**config.mk**
```make
export PLATFORM = sky130hd
export DESIGN_NAME = quicksort_sorter_unit
export DESIGN_NICKNAME = d
export VERILOG_FILES = /design/src/qss_pkg.sv /design/src/qss_ram.sv /design/src/qss_cmp.sv /design/src/quicksort_sorter_unit.sv
export SDC_FILE = /design/constraint.sdc
export NUM_CORES = 2
export LEC_CHECK = 0
export ABC_CLOCK_PERIOD_IN_PS = 6100
export BUFFER_PORTS_ARGS = -buffer_cell sky130_fd_sc_hd__buf_4
export CELL_PAD_IN_SITES_DETAIL_PLACEMENT = 0
export CELL_PAD_IN_SITES_GLOBAL_PLACEMENT = 2
export CORE_MARGIN = 8
export CORE_UTILIZATION = 45
export CTS_BUF_LIST = sky130_fd_sc_hd__clkbuf_4 sky130_fd_sc_hd__clkbuf_8 sky130_fd_sc_hd__clkbuf_16
export DETAILED_ROUTE_END_ITERATION = 8
export GPL_TIMING_DRIVEN = 0
export PLACE_DENSITY_LB_ADDON = 0.1
export SLEW_MARGIN = 10
export SYNTH_ARGS = -nofsm -noshare
export SYNTH_HDL_FRONTEND = slang
export SYNTH_SLANG_ARGS = --single-unit
```
**constraint.sdc**
```tcl
create_clock -name clock -period 6.1 [get_ports clock]
set_input_delay 0.305 -clock clock [delete_from_list [all_inputs] [get_ports clock]]
set_output_delay 0.305 -clock clock [all_outputs]
set_load 0.1 [all_outputs]
```
**src/qss_pkg.sv**
```systemverilog
// Shared types and constants for the quicksort sorter.
`default_nettype none

package qss_pkg;

   localparam int DATA_WIDTH        = 32;
   localparam int MAX_ITEMS_DEF     = 64;
   localparam int STACK_SLOTS       = 7;
   localparam int STACK_DEPTH_WIDTH = $clog2(STACK_SLOTS + 1);

   typedef struct packed {
      logic signed [DATA_WIDTH-1:0] value;
      logic                         last;
   } req_word_type;

   typedef struct packed {
      logic signed [DATA_WIDTH-1:0] sorted_value;
      logic                         final_res;
      logic                         overflow;
   } rsp_word_type;

   typedef enum logic [3:0] {
      S_IDLE,
      S_INIT,
      S_POP,
      S_PART,
      S_PIVOT,
      S_SCAN_B,
      S_CMP_B,
      S_SCAN_E,
      S_CMP_E,
      S_SWAP_B,
      S_SWAP_E,
      S_SPLIT,
      S_EMIT_RD,
      S_EMIT_LD,
      S_EMIT_OUT
   } state_type;

endpackage

`default_nettype wire

```
**src/qss_ram.sv**
```systemverilog
// Generic RAM: one write port, two registered read ports.
`default_nettype none

module qss_ram #(
   parameter int WIDTH = 32,
   parameter int DEPTH = 64
) (
   input  wire logic                     clock,
   input  wire logic                     we,
   input  wire logic [$clog2(DEPTH)-1:0] waddr,
   input  wire logic [WIDTH-1:0]         wdata,
   input  wire logic [$clog2(DEPTH)-1:0] raddr_a,
   output logic      [WIDTH-1:0]         rdata_a,
   input  wire logic [$clog2(DEPTH)-1:0] raddr_b,
   output logic      [WIDTH-1:0]         rdata_b
);

   logic [WIDTH-1:0] mem [DEPTH];

   always_ff @(posedge clock) begin
      if (we) begin
         mem[waddr] <= wdata;
      end
      rdata_a <= mem[raddr_a];
      rdata_b <= mem[raddr_b];
   end

endmodule

`default_nettype wire

```
**src/qss_cmp.sv**
```systemverilog
// Shared signed compare unit for both partition scans.
`default_nettype none

module qss_cmp #(
   parameter int WIDTH = qss_pkg::DATA_WIDTH
) (
   input  wire logic              side,   // 0: left scan (elem < pivot), 1: right scan
   input  wire logic signed [WIDTH-1:0] elem,
   input  wire logic signed [WIDTH-1:0] pivot,
   output logic                   hit
);

   logic signed [WIDTH-1:0] op_l;
   logic signed [WIDTH-1:0] op_r;

   always_comb begin
      op_l = side ? pivot : elem;
      op_r = side ? elem  : pivot;
      hit  = op_l < op_r;
   end

endmodule

`default_nettype wire

```
**src/quicksort_sorter_unit.sv**
```systemverilog
// Top level: batch loader, quicksort sequencer and sorted-word emitter.
//
//   channel  dir  word type      handshake
//   req      in   req_word_type  req_valid / req_stall
//   rsp      out  rsp_word_type  rsp_valid / rsp_stall
//
// Loading accepts one word per cycle; req_stall is high from the last word until
// the final sorted word is taken. Sorting runs on one compare unit and one RAM:
// a scan starts in S_SCAN_B/E, then steps one element per cycle in S_CMP_B/E;
// a swap writes in S_SWAP_B, S_SWAP_E; a pop is S_POP, then the S_PART range check.
// Emission runs S_EMIT_RD (RAM read), S_EMIT_LD and S_EMIT_OUT, held on rsp_stall.
// Reset clears control state only; the element RAM needs no clearing pass.
`default_nettype none

module quicksort_sorter_unit #(
   parameter int MAX_ITEMS = qss_pkg::MAX_ITEMS_DEF
) (
   input  wire logic                 clock,
   input  wire logic                 reset,
   input  wire logic                 req_valid,
   output logic                      req_stall,
   input  wire qss_pkg::req_word_type req_word,
   output logic                      rsp_valid,
   input  wire logic                 rsp_stall,
   output qss_pkg::rsp_word_type     rsp_word
);

   localparam int DW    = qss_pkg::DATA_WIDTH;
   localparam int IW    = $clog2(MAX_ITEMS);
   localparam int CW    = $clog2(MAX_ITEMS + 1);
   localparam int PW    = IW + 2;
   localparam int SW    = qss_pkg::STACK_DEPTH_WIDTH;
   localparam int SLOTS = qss_pkg::STACK_SLOTS;

   localparam logic signed [PW-1:0] ONE  = PW'(1);
   localparam logic signed [PW-1:0] TWO  = PW'(2);
   localparam logic signed [PW-1:0] ZERO = PW'(0);

   qss_pkg::state_type state_ff, state_in;

   logic [CW-1:0]   count_ff, count_in;
   logic            dropped_ff, dropped_in;
   logic [SW-1:0]   depth_ff, depth_in;
   logic [IW-1:0]   stack_lo_ff [SLOTS];
   logic [IW-1:0]   stack_lo_in [SLOTS];
   logic [IW-1:0]   stack_hi_ff [SLOTS];
   logic [IW-1:0]   stack_hi_in [SLOTS];
   logic signed [PW-1:0] lo_ff, lo_in, hi_ff, hi_in, b_ff, b_in, e_ff, e_in;
   logic signed [DW-1:0] pivot_ff, pivot_in, val_b_ff, val_b_in, val_e_ff, val_e_in;
   logic [CW-1:0]   k_ff, k_in;
   logic            rsp_valid_ff, rsp_valid_in;
   qss_pkg::rsp_word_type rsp_word_ff, rsp_word_in;

   logic            ram_we;
   logic [IW-1:0]   ram_waddr, ram_ra, ram_rb;
   logic [DW-1:0]   ram_wdata, ram_qa, ram_qb;

   logic                 cmp_side;
   logic signed [DW-1:0] cmp_elem;
   logic                 cmp_hit;

   logic                 accept, full, more_b, more_e, rsp_take, last_k;
   logic signed [PW-1:0] size, lsize, rsize, b_inc, e_dec, pivot_idx;
   logic [SW-1:0]        top_slot;

   qss_ram #(
      .WIDTH(DW),
      .DEPTH(MAX_ITEMS)
   ) u_ram (
      .clock   (clock),
      .we      (ram_we),
      .waddr   (ram_waddr),
      .wdata   (ram_wdata),
      .raddr_a (ram_ra),
      .rdata_a (ram_qa),
      .raddr_b (ram_rb),
      .rdata_b (ram_qb)
   );

   qss_cmp #(
      .WIDTH(DW)
   ) u_cmp (
      .side  (cmp_side),
      .elem  (cmp_elem),
      .pivot (pivot_ff),
      .hit   (cmp_hit)
   );

   assign req_stall = (state_ff != qss_pkg::S_IDLE);
   assign rsp_valid = rsp_valid_ff;
   assign rsp_word  = rsp_word_ff;

   always_comb begin
      accept    = req_valid && !req_stall;
      full      = (count_ff == CW'(MAX_ITEMS));
      size      = hi_ff - lo_ff + ONE;
      lsize     = e_ff - lo_ff + ONE;
      rsize     = hi_ff - b_ff + ONE;
      b_inc     = b_ff + ONE;
      e_dec     = e_ff - ONE;
      pivot_idx = lo_ff + (size >>> 1);
      top_slot  = depth_ff - SW'(1);
      cmp_side  = (state_ff == qss_pkg::S_CMP_E);
      cmp_elem  = cmp_side ? $signed(ram_qb) : $signed(ram_qa);
      more_b    = (b_ff < hi_ff) && cmp_hit;
      more_e    = (e_ff > lo_ff) && cmp_hit;
      rsp_take  = rsp_valid_ff && !rsp_stall;
      last_k    = ((k_ff + CW'(1)) == count_ff);
   end

   // next state
   always_comb begin
      state_in = state_ff;
      case (state_ff)
         qss_pkg::S_IDLE: begin
            if (accept && req_word.last) state_in = qss_pkg::S_INIT;
         end
         qss_pkg::S_INIT: begin
            state_in = (count_ff >= CW'(2)) ? qss_pkg::S_PART : qss_pkg::S_EMIT_RD;
         end
         qss_pkg::S_POP: begin
            state_in = (depth_ff == '0) ? qss_pkg::S_EMIT_RD : qss_pkg::S_PART;
         end
         qss_pkg::S_PART: begin
            state_in = (size < TWO) ? qss_pkg::S_POP : qss_pkg::S_PIVOT;
         end
         qss_pkg::S_PIVOT:  state_in = qss_pkg::S_SCAN_B;
         qss_pkg::S_SCAN_B: state_in = qss_pkg::S_CMP_B;
         qss_pkg::S_CMP_B: begin
            state_in = more_b ? qss_pkg::S_CMP_B : qss_pkg::S_SCAN_E;
         end
         qss_pkg::S_SCAN_E: state_in = qss_pkg::S_CMP_E;
         qss_pkg::S_CMP_E: begin
            if (more_e) state_in = qss_pkg::S_CMP_E;
            else state_in = (b_ff <= e_ff) ? qss_pkg::S_SWAP_B : qss_pkg::S_SPLIT;
         end
         qss_pkg::S_SWAP_B: state_in = qss_pkg::S_SWAP_E;
         qss_pkg::S_SWAP_E: begin
            state_in = (b_inc <= e_dec) ? qss_pkg::S_SCAN_B : qss_pkg::S_SPLIT;
         end
         qss_pkg::S_SPLIT:   state_in = qss_pkg::S_PART;
         qss_pkg::S_EMIT_RD: state_in = qss_pkg::S_EMIT_LD;
         qss_pkg::S_EMIT_LD: state_in = qss_pkg::S_EMIT_OUT;
         qss_pkg::S_EMIT_OUT: begin
            if (rsp_take) begin
               state_in = rsp_word_ff.final_res ? qss_pkg::S_IDLE : qss_pkg::S_EMIT_RD;
            end
         end
         default: state_in = qss_pkg::S_IDLE;
      endcase
   end

   // datapath and RAM control
   always_comb begin
      count_in     = count_ff;
      dropped_in   = dropped_ff;
      depth_in     = depth_ff;
      stack_lo_in  = stack_lo_ff;
      stack_hi_in  = stack_hi_ff;
      lo_in        = lo_ff;
      hi_in        = hi_ff;
      b_in         = b_ff;
      e_in         = e_ff;
      pivot_in     = pivot_ff;
      val_b_in     = val_b_ff;
      val_e_in     = val_e_ff;
      k_in         = k_ff;
      rsp_valid_in = rsp_valid_ff;
      rsp_word_in  = rsp_word_ff;
      ram_we       = 1'b0;
      ram_waddr    = count_ff[IW-1:0];
      ram_wdata    = req_word.value;
      ram_ra       = b_ff[IW-1:0];
      ram_rb       = e_ff[IW-1:0];
      case (state_ff)
         qss_pkg::S_IDLE: begin
            if (accept) begin
               if (!full) begin
                  ram_we   = 1'b1;
                  count_in = count_ff + CW'(1);
               end else begin
                  dropped_in = 1'b1;
               end
            end
         end
         qss_pkg::S_INIT: begin
            lo_in    = ZERO;
            hi_in    = $signed(PW'(count_ff)) - ONE;
            depth_in = '0;
            k_in     = '0;
         end
         qss_pkg::S_POP: begin
            if (depth_ff != '0) begin
               lo_in    = $signed(PW'(stack_lo_ff[top_slot]));
               hi_in    = $signed(PW'(stack_hi_ff[top_slot]));
               depth_in = top_slot;
            end
         end
         qss_pkg::S_PART: begin
            ram_ra = pivot_idx[IW-1:0];
         end
         qss_pkg::S_PIVOT: begin
            pivot_in = ram_qa;
            b_in     = lo_ff;
            e_in     = hi_ff;
         end
         qss_pkg::S_SCAN_B: begin
            ram_ra = b_ff[IW-1:0];
         end
         qss_pkg::S_CMP_B: begin
            // read ahead so a continuing scan advances one step per cycle
            ram_ra = b_inc[IW-1:0];
            if (more_b) b_in = b_inc;
            else val_b_in = ram_qa;
         end
         qss_pkg::S_SCAN_E: begin
            ram_rb = e_ff[IW-1:0];
         end
         qss_pkg::S_CMP_E: begin
            ram_rb = e_dec[IW-1:0];
            if (more_e) e_in = e_dec;
            else val_e_in = ram_qb;
         end
         qss_pkg::S_SWAP_B: begin
            ram_we    = 1'b1;
            ram_waddr = b_ff[IW-1:0];
            ram_wdata = val_e_ff;
         end
         qss_pkg::S_SWAP_E: begin
            ram_we    = 1'b1;
            ram_waddr = e_ff[IW-1:0];
            ram_wdata = val_b_ff;
            b_in      = b_inc;
            e_in      = e_dec;
         end
         qss_pkg::S_SPLIT: begin
            // push the larger part (if two or more elements and a slot is free), keep working on the smaller one
            if (lsize >= rsize) begin
               if (lsize >= TWO && depth_ff != SW'(SLOTS)) begin
                  stack_lo_in[depth_ff] = lo_ff[IW-1:0];
                  stack_hi_in[depth_ff] = e_ff[IW-1:0];
                  depth_in              = depth_ff + SW'(1);
               end
               lo_in = b_ff;
            end else begin
               if (rsize >= TWO && depth_ff != SW'(SLOTS)) begin
                  stack_lo_in[depth_ff] = b_ff[IW-1:0];
                  stack_hi_in[depth_ff] = hi_ff[IW-1:0];
                  depth_in              = depth_ff + SW'(1);
               end
               hi_in = e_ff;
            end
         end
         qss_pkg::S_EMIT_RD: begin
            ram_ra = k_ff[IW-1:0];
         end
         qss_pkg::S_EMIT_LD: begin
            rsp_valid_in             = 1'b1;
            rsp_word_in.sorted_value = ram_qa;
            rsp_word_in.final_res    = last_k;
            rsp_word_in.overflow     = dropped_ff;
         end
         qss_pkg::S_EMIT_OUT: begin
            if (rsp_take) begin
               rsp_valid_in = 1'b0;
               if (rsp_word_ff.final_res) begin
                  count_in   = '0;
                  dropped_in = 1'b0;
                  depth_in   = '0;
               end else begin
                  k_in = k_ff + CW'(1);
               end
            end
         end
         default: begin
         end
      endcase
   end

   always_ff @(posedge clock) begin
      if (reset) begin
         state_ff     <= qss_pkg::S_IDLE;
         count_ff     <= '0;
         dropped_ff   <= 1'b0;
         depth_ff     <= '0;
         rsp_valid_ff <= 1'b0;
      end else begin
         state_ff     <= state_in;
         count_ff     <= count_in;
         dropped_ff   <= dropped_in;
         depth_ff     <= depth_in;
         rsp_valid_ff <= rsp_valid_in;
      end
   end

   always_ff @(posedge clock) begin
      stack_lo_ff <= stack_lo_in;
      stack_hi_ff <= stack_hi_in;
      lo_ff       <= lo_in;
      hi_ff       <= hi_in;
      b_ff        <= b_in;
      e_ff        <= e_in;
      pivot_ff    <= pivot_in;
      val_b_ff    <= val_b_in;
      val_e_ff    <= val_e_in;
      k_ff        <= k_in;
      rsp_word_ff <= rsp_word_in;
   end

   a_rsp_only_emit: assert property (@(posedge clock) disable iff (reset)
      rsp_valid_ff |-> state_ff == qss_pkg::S_EMIT_OUT)
      else $error("rsp word valid outside emit state");

   a_stack_bound: assert property (@(posedge clock) disable iff (reset)
      depth_ff < SW'(SLOTS))
      else $error("range stack reached its last slot");

   a_count_bound: assert property (@(posedge clock) disable iff (reset)
      count_ff <= CW'(MAX_ITEMS))
      else $error("element count past capacity");

   a_scan_in_range: assert property (@(posedge clock) disable iff (reset)
      state_ff == qss_pkg::S_CMP_B |-> (b_ff >= lo_ff && b_ff <= hi_ff))
      else $error("left scan left its range");

   a_batch_done: assert property (@(posedge clock) disable iff (reset)
      rsp_take && rsp_word_ff.final_res |=>
         state_ff == qss_pkg::S_IDLE && count_ff == '0 && !dropped_ff)
      else $error("batch state not cleared after final word");

endmodule

`default_nettype wire
```
* After elaboration in Yosys (flattened, before gate mapping)
Memory sizes are Yosys's and may differ from the RTL's. A register that Yosys moved wholly into a read port is not among the register bits. Index checks and enable logic that the tools add are counted.
Word-level totals: word-level logic and storage cells 203, memories 1, RAM bits 2048, output and inout bits 36, flip-flop bits (word level) 269, input port bits 37
Cells by class: eq/ne operators 32, $lt $le $gt $ge 13, mux-type cells 73, add/subtract/negate cells 14, bitwise operators 4, reductions and logical operators 36
Memory list:
- u_ram.mem | words 64, width 32, read ports 2, clocked after memory_dff 2, wr ports 1, line qss_ram.sv:18 | logic [WIDTH-1:0] mem [DEPTH];
Operators with widths (number):
- 42-bit two-way mux | 6
- 42-bit bitwise mux | 4
- 32-bit two-way mux | 3
- 8-bit case mux with 3 select lines | 4
- 32-bit case mux with 2 select lines | 1
- 4-bit case mux with 15 select lines | 1
- 8-bit two-way mux | 6
- 7-bit two-way mux | 6
- 6-bit binary-select mux with 3-bit select | 2
- 6-bit two-way mux | 6
- 8-bit by 2-bit adder with 8-bit output, second input constant | 4
- 32-bit < comparator | 1
- 4-bit == test, second input constant | 7
- 7-bit case mux with 2 select lines | 2
- 4-bit two-way mux | 6
- 2-bit inequality test, second input constant | 12
- 8-bit subtractor | 3
- 3-bit two-way mux | 7
- 6-bit demux with 3-bit select | 1
- 6-bit case mux with 3 select lines | 1
- 4-bit by 3-bit == test with 1-bit output, second input constant | 4
- 8-bit by 3-bit >= comparator with 1-bit output, second input constant | 2
- 8-bit less-or-equal comparator | 2
- 7-bit by 1-bit adder with 7-bit output, second input constant | 2
- 37 further kinds | 79

* Depth between registers and ports, before layout
word-level depth 8, mapped depth 21

* Modules after synthesis
Synthesis repeated with hierarchy kept, for this count alone.
Unflattened totals: cells, all modules 5828, area, all modules 111632.1 µm²
Modules (own cells, without submodules):
- qss_ram | cells an instance 4409, area each 95715.5 µm², times used 1
- quicksort_sorter_unit | cells an instance 1261, area each 14531.4 µm², times used 1
- qss_cmp | cells an instance 158, area each 1385.1 µm², times used 1

* Worst setup path before layout
No wires, ideal clock.
kind register to register, from register b_ff[0], to register stack_hi_ff[0] (netlist name) (enable), setup slack 0.803 ns, library setup time 0.380 ns, stages on the path, launching flop included 21, path buffers 2, data arrival time 4.917 ns, period minus slack after synthesis 5.297 ns, data required time 5.720 ns, cell sequence edfxtp_1 > clkbuf_1 > inv_1 > ha_1 > ha_1 > fa_1 > a21o_1 > a21oi_1 > o21ai_0 > a21oi_1 > xnor2_1 > ha_1 > or4b_2 > a21oi_1 > nand2b_1 > a21oi_1 > nand2b_1 > clkbuf_1 > a32o_1 > nand3b_1 > nor2_1
Between the ends: word-level cells in the longest chain between the ends 6
Ends and longest elaborated chain:
- start, declared | line quicksort_sorter_unit.sv:48 | logic signed [PW-1:0] lo_ff, lo_in, hi_ff, hi_in, b_ff, b_in, e_ff, e_in;
- start signal, assigned | line quicksort_sorter_unit.sv:301 | b_ff <= b_in;
- 8-bit subtractor (*) | line quicksort_sorter_unit.sv:98 | rsize = hi_ff - b_ff + ONE;
- 8-bit by 2-bit adder with 8-bit output (*) | line quicksort_sorter_unit.sv:98
- 8-bit by 3-bit >= comparator with 1-bit output | line quicksort_sorter_unit.sv:246 | if (rsize >= TWO && depth_ff != SW'(SLOTS)) begin
- 1-bit logical AND | line quicksort_sorter_unit.sv:246
- 2-bit nonzero test (no line)
- 3-bit AND reduction (no line) (*)
- end signal, assigned | line quicksort_sorter_unit.sv:298 | stack_hi_ff <= stack_hi_in;
- end, declared | line quicksort_sorter_unit.sv:46 | logic [IW-1:0] stack_hi_ff [SLOTS];
Every way passes the cells marked *; elsewhere a longest branch is shown, timed or not. A chain may end at the register's enable or synchronous reset.

* Worst setup path in the final report
from register lo_ff[1], to register u_ram.rdata_a[16], read port of u_ram.mem
Between the ends: word-level cells in the longest chain between the ends 4
Ends and longest elaborated chain:
- start, declared | line quicksort_sorter_unit.sv:48
- start signal, assigned | line quicksort_sorter_unit.sv:299 | lo_ff <= lo_in;
- 8-bit subtractor | line quicksort_sorter_unit.sv:96 | size = hi_ff - lo_ff + ONE;
- 8-bit by 2-bit adder with 8-bit output | line quicksort_sorter_unit.sv:96
- 6-bit adder (*) | line quicksort_sorter_unit.sv:101 | pivot_idx = lo_ff + (size >>> 1);
- 6-bit case mux with 3 select lines (*) | line quicksort_sorter_unit.sv:175 | case (state_ff)
- end, declared | line qss_ram.sv:13 | output logic [WIDTH-1:0] rdata_a,
Marks and branches as above.

==> impl_metrics.tcl <==
set metrics [dict create \
    clkSlewWorstSetupHoldPaths_ns 0.06 \
    clkLatencyLatePin_ns 0.98 \
    fin_setup_tns_ns -0.981 \
    gr-total-overflow 0 \
    pwr-share-comb 0.493 \
    crit_type "reg2reg" \
    syn_nets 8099 \
    syn_area_mm2 0.112 \
    die_area_mm2 0.266 \
    yosys_warnings 0 \
    ys_async_sr_fraction 0 \
    cts_buffer_depth 4 \
    die_h_um 516 \
    synth.avg_cell_area_um2 14.2 \
    fin_util 0.527 \
    path_max_fanout 14 \
    first_pass_iters 9 \
    start_util 0.452 \
    pre_cts_ws_ns -1.05 \
    switching_power_mw 32.0 \
    end_kind "register" \
    r2r_slack_ns -0.24 \
    p_int_mw 40.9 \
    routedWlPerCell_um 38.3 \
    cp_data_arrival_time_ns 7.21 \
    rows 183 \
    critPathSlowestCell "o31a_1" \
    tightest_slew_ns 1.40 \
    leakage_nw 43.2 \
    slew_violations 0 \
    grt_pass1_wl_mm 625 \
    skew_ns 0.0641 \
    slew_headroom 0.0660 \
    htreeDepth 5 \
    status "finished, violations left" \
    worst_slack_ns -0.244 \
    placed_area_mm2 0.120 \
    grt.total_usage 0.338 \
    drt_iter0_markers 12346 \
    core_mm2 0.249 \
    power_density_mw_per_mm2 556 \
    ant_nets 0 \
    dpl.hpwl_mm 348 \
    cp_cell_sequence "ha_1, inv_1, ha_1, inv_1, fa_1, fa_1, nor3b_1, o21ai_0, nand3_1, buf_2, buf_2, clkbuf_1, nand2_1, a32o_1, o22ai_1, o31a_1, and4_1" \
    synthCells 7935 \
    fin_crit_ns 6.34 \
    fp.dieW_um 516 \
    hold_path_class "in2reg" \
    grt_pass1_vias 77482 \
    p_seq_frac 0.279 \
    antenna_found_initial 64 \
    wirelength_mm 464 \
    gp_congestion 1.01 \
    clk_root_buffer_cell "clkbuf_16" \
    vias 80209 \
    yosys_register_bits 2381 \
    synth.distinct_cells 80 \
    n_fill_cell 20805 \
    hold_viol_final 0 \
    vdd_drop_max_mv 0.326 \
    cts_sinks 2381 \
    slowest_delay_ns 0.85 \
    viasPerCell 6.63 \
    grt_start_max_net_pins 65 \
    maxCapViolations 0 \
    pin_count 73 \
    setup_viol 12 \
    clockPowerShare 0.228 \
    max_freq_ghz 0.158 \
    finalNetCount 8598 \
    areaGrowthSynthToFinish_pct 16.5 \
    violations "DRC, setup timing" \
    drive_gt1_frac 0.217 \
    rsz0062_at_grt "yes" \
    cts_buffers 285 \
    fin_area_mm2 0.131 \
    startpoint_type "register" \
    drc 3 \
    holdWs_ns 0.0668 \
    ys.flop_type "edfxtp_1" \
    cp.required_ns 6.97 \
    p_sw_frac 0.439 \
    period_share 1.04 \
    cts_tree "yes" \
    synth_edf_count 2301 \
    yosysSeqAreaShare 0.628 \
    numPortBuffers 72 \
]
path summary, 6_finish.rpt:
kind	startpoint	endpoint	cells past startpoint
setup / recovery	lo_ff[1]	u_ram.rdata_a[16]	17
hold / removal	req_word[3]	u_ram.mem[30][2]	4
setup reg to reg	lo_ff[1]	u_ram.rdata_a[16]	17
hold reg to reg	u_ram.rdata_b[5]	val_e_ff[5]	0
layer usage:
layer | share of wire | wire length, um | vias up | global-route usage
met5 | 0.00025 | 114 | - | 0.00427
met4 | 0.061 | 28400 | 16 | 0.177
met3 | 0.13 | 60600 | 843 | 0.116
met2 | 0.43 | 201000 | 5207 | 0.499
met1 | 0.37 | 173000 | 41761 | 0.444
li1 | - | - | 32382 | -
cells in the mapped netlist, drive strengths merged (24+ instances only):
master	count	share of area
edfxtp	2301	0.61
nand2	1619	0.054
mux4	653	0.13
a21oi	637	0.028
buf	318	0.013
nor2	306	0.010
clkbuf	291	0.0097
nand3	216	0.0096
mux2i	195	0.017
a32o	164	0.015
a32oi	121	0.0094
ha	120	0.013
a22oi	108	0.0072
o22ai	101	0.0057
dfxtp	80	0.014
inv	68	0.0023
o21ai	65	0.0029
a221oi	46	0.0036
mux2	42	0.0042
xnor2	41	0.0033
nor4	38	0.0021
and4	34	0.0026
nor4b	34	0.0027
a221o	33	0.0029
o2111ai	33	0.0026
o31a	31	0.0024
nor2b	24	0.0013
flip-flops by register name, indices dropped and copies added, names as in the netlist:
| name | count |
|---|---|
| depth_ff | 3 |
| val_e_ff | 32 |
| b_ff | 8 |
| rsp_word | 34 |
| hi_ff | 8 |
| state_ff | 4 |
| count_ff | 7 |
| lo_ff | 8 |
| u_ram.mem | 2048 |
| rsp_valid | 1 |
| val_b_ff | 32 |
| pivot_ff | 32 |
| dropped_ff | 1 |
| k_ff | 7 |
| stack_lo_ff | 42 |
| u_ram.rdata_a | 32 |
| stack_hi_ff | 42 |
| e_ff | 8 |
| u_ram.rdata_b | 32 |
power by group through the flow:
stage	sequential, mW	combinational, mW	clock [mW]
global route	20.4	36.8	17.3
detailed placement	20.7	34.1	0
global placement	20.9	33.2	0
CTS	20.3	34.6	16.7
floorplan	20.3	18.7	0
finish	20.4	35.9	16.6
cell families (layout without fill, tap and decap cells):
| kind of cell | Yosys count | after routing | share of synthesized area |
|---|---|---|---|
| XOR/XNOR | 56 | 56 | 0.00443 |
| adder cells (fa/ha/maj) | 127 | 127 | 0.0146 |
| multiplexers | 890 | 890 | 0.152 |
| buffers and inverters | 678 | 1373 | 0.0252 |
| other | 0 | 144 | 0 |
| AO/OA/AOI/OAI | 1430 | 1430 | 0.0862 |
| AND/OR/NAND/NOR | 2373 | 2373 | 0.0888 |
| flip-flops | 2381 | 2381 | 0.628 |
per-stage QoR:
step,power [mW],cells
2_1_floorplan,39.0,7935
3_3_place_gp,54.1,11337
3_5_place_dp,54.7,11453
4_1_cts,71.7,11959
5_1_grt,74.4,12080
6_report,72.9,12104
cell usage in the layout, fill, tap and decap left out, types with 195 or more instances in the layout:
master and n:
mux4_2 653, a21oi_1 617, mux2i_1 195, edfxtp_1 2301, clkbuf_1 228, nor2_1 232
nand3_1 216, buf_2 213, nand2_1 1584, clkbuf_16 291
cell type report:
cell class / count / area [um2] / area share
sequential: 2381 / 70700 / 0.540
multi-input combinational: 4876 / 40500 / 0.309
clock buffer: 366 / 7910 / 0.0604
tap: 3330 / 4170 / 0.0318
timing repair buffer: 214 / 3330 / 0.0254
buffer: 607 / 2800 / 0.0214
clock inverter: 117 / 1020 / 0.00781
antenna: 144 / 360 / 0.00275
inverter: 69 / 259 / 0.00198
repair_timing:
item / CTS / global route
hold buffers: 8 / 0
buffers inserted: 15 / 3
endpoints found under the setup margin: 203 / 155
resized for setup: 180 / 116
endpoints found under the hold margin: 36 / 0
pin swaps: 7 / 3
worst max-delay path: cells and delay by family (launching register included):
family                     cells  cell delay (ns)
AOI/OAI and AO/OA              4             1.57
adders and majority gates      4             1.59
buffers and inverters          5             1.67
DFF                            1             0.54
and+or+nand+nor                4             0.83
Note: power is estimated with default switching activity, not from simulation.
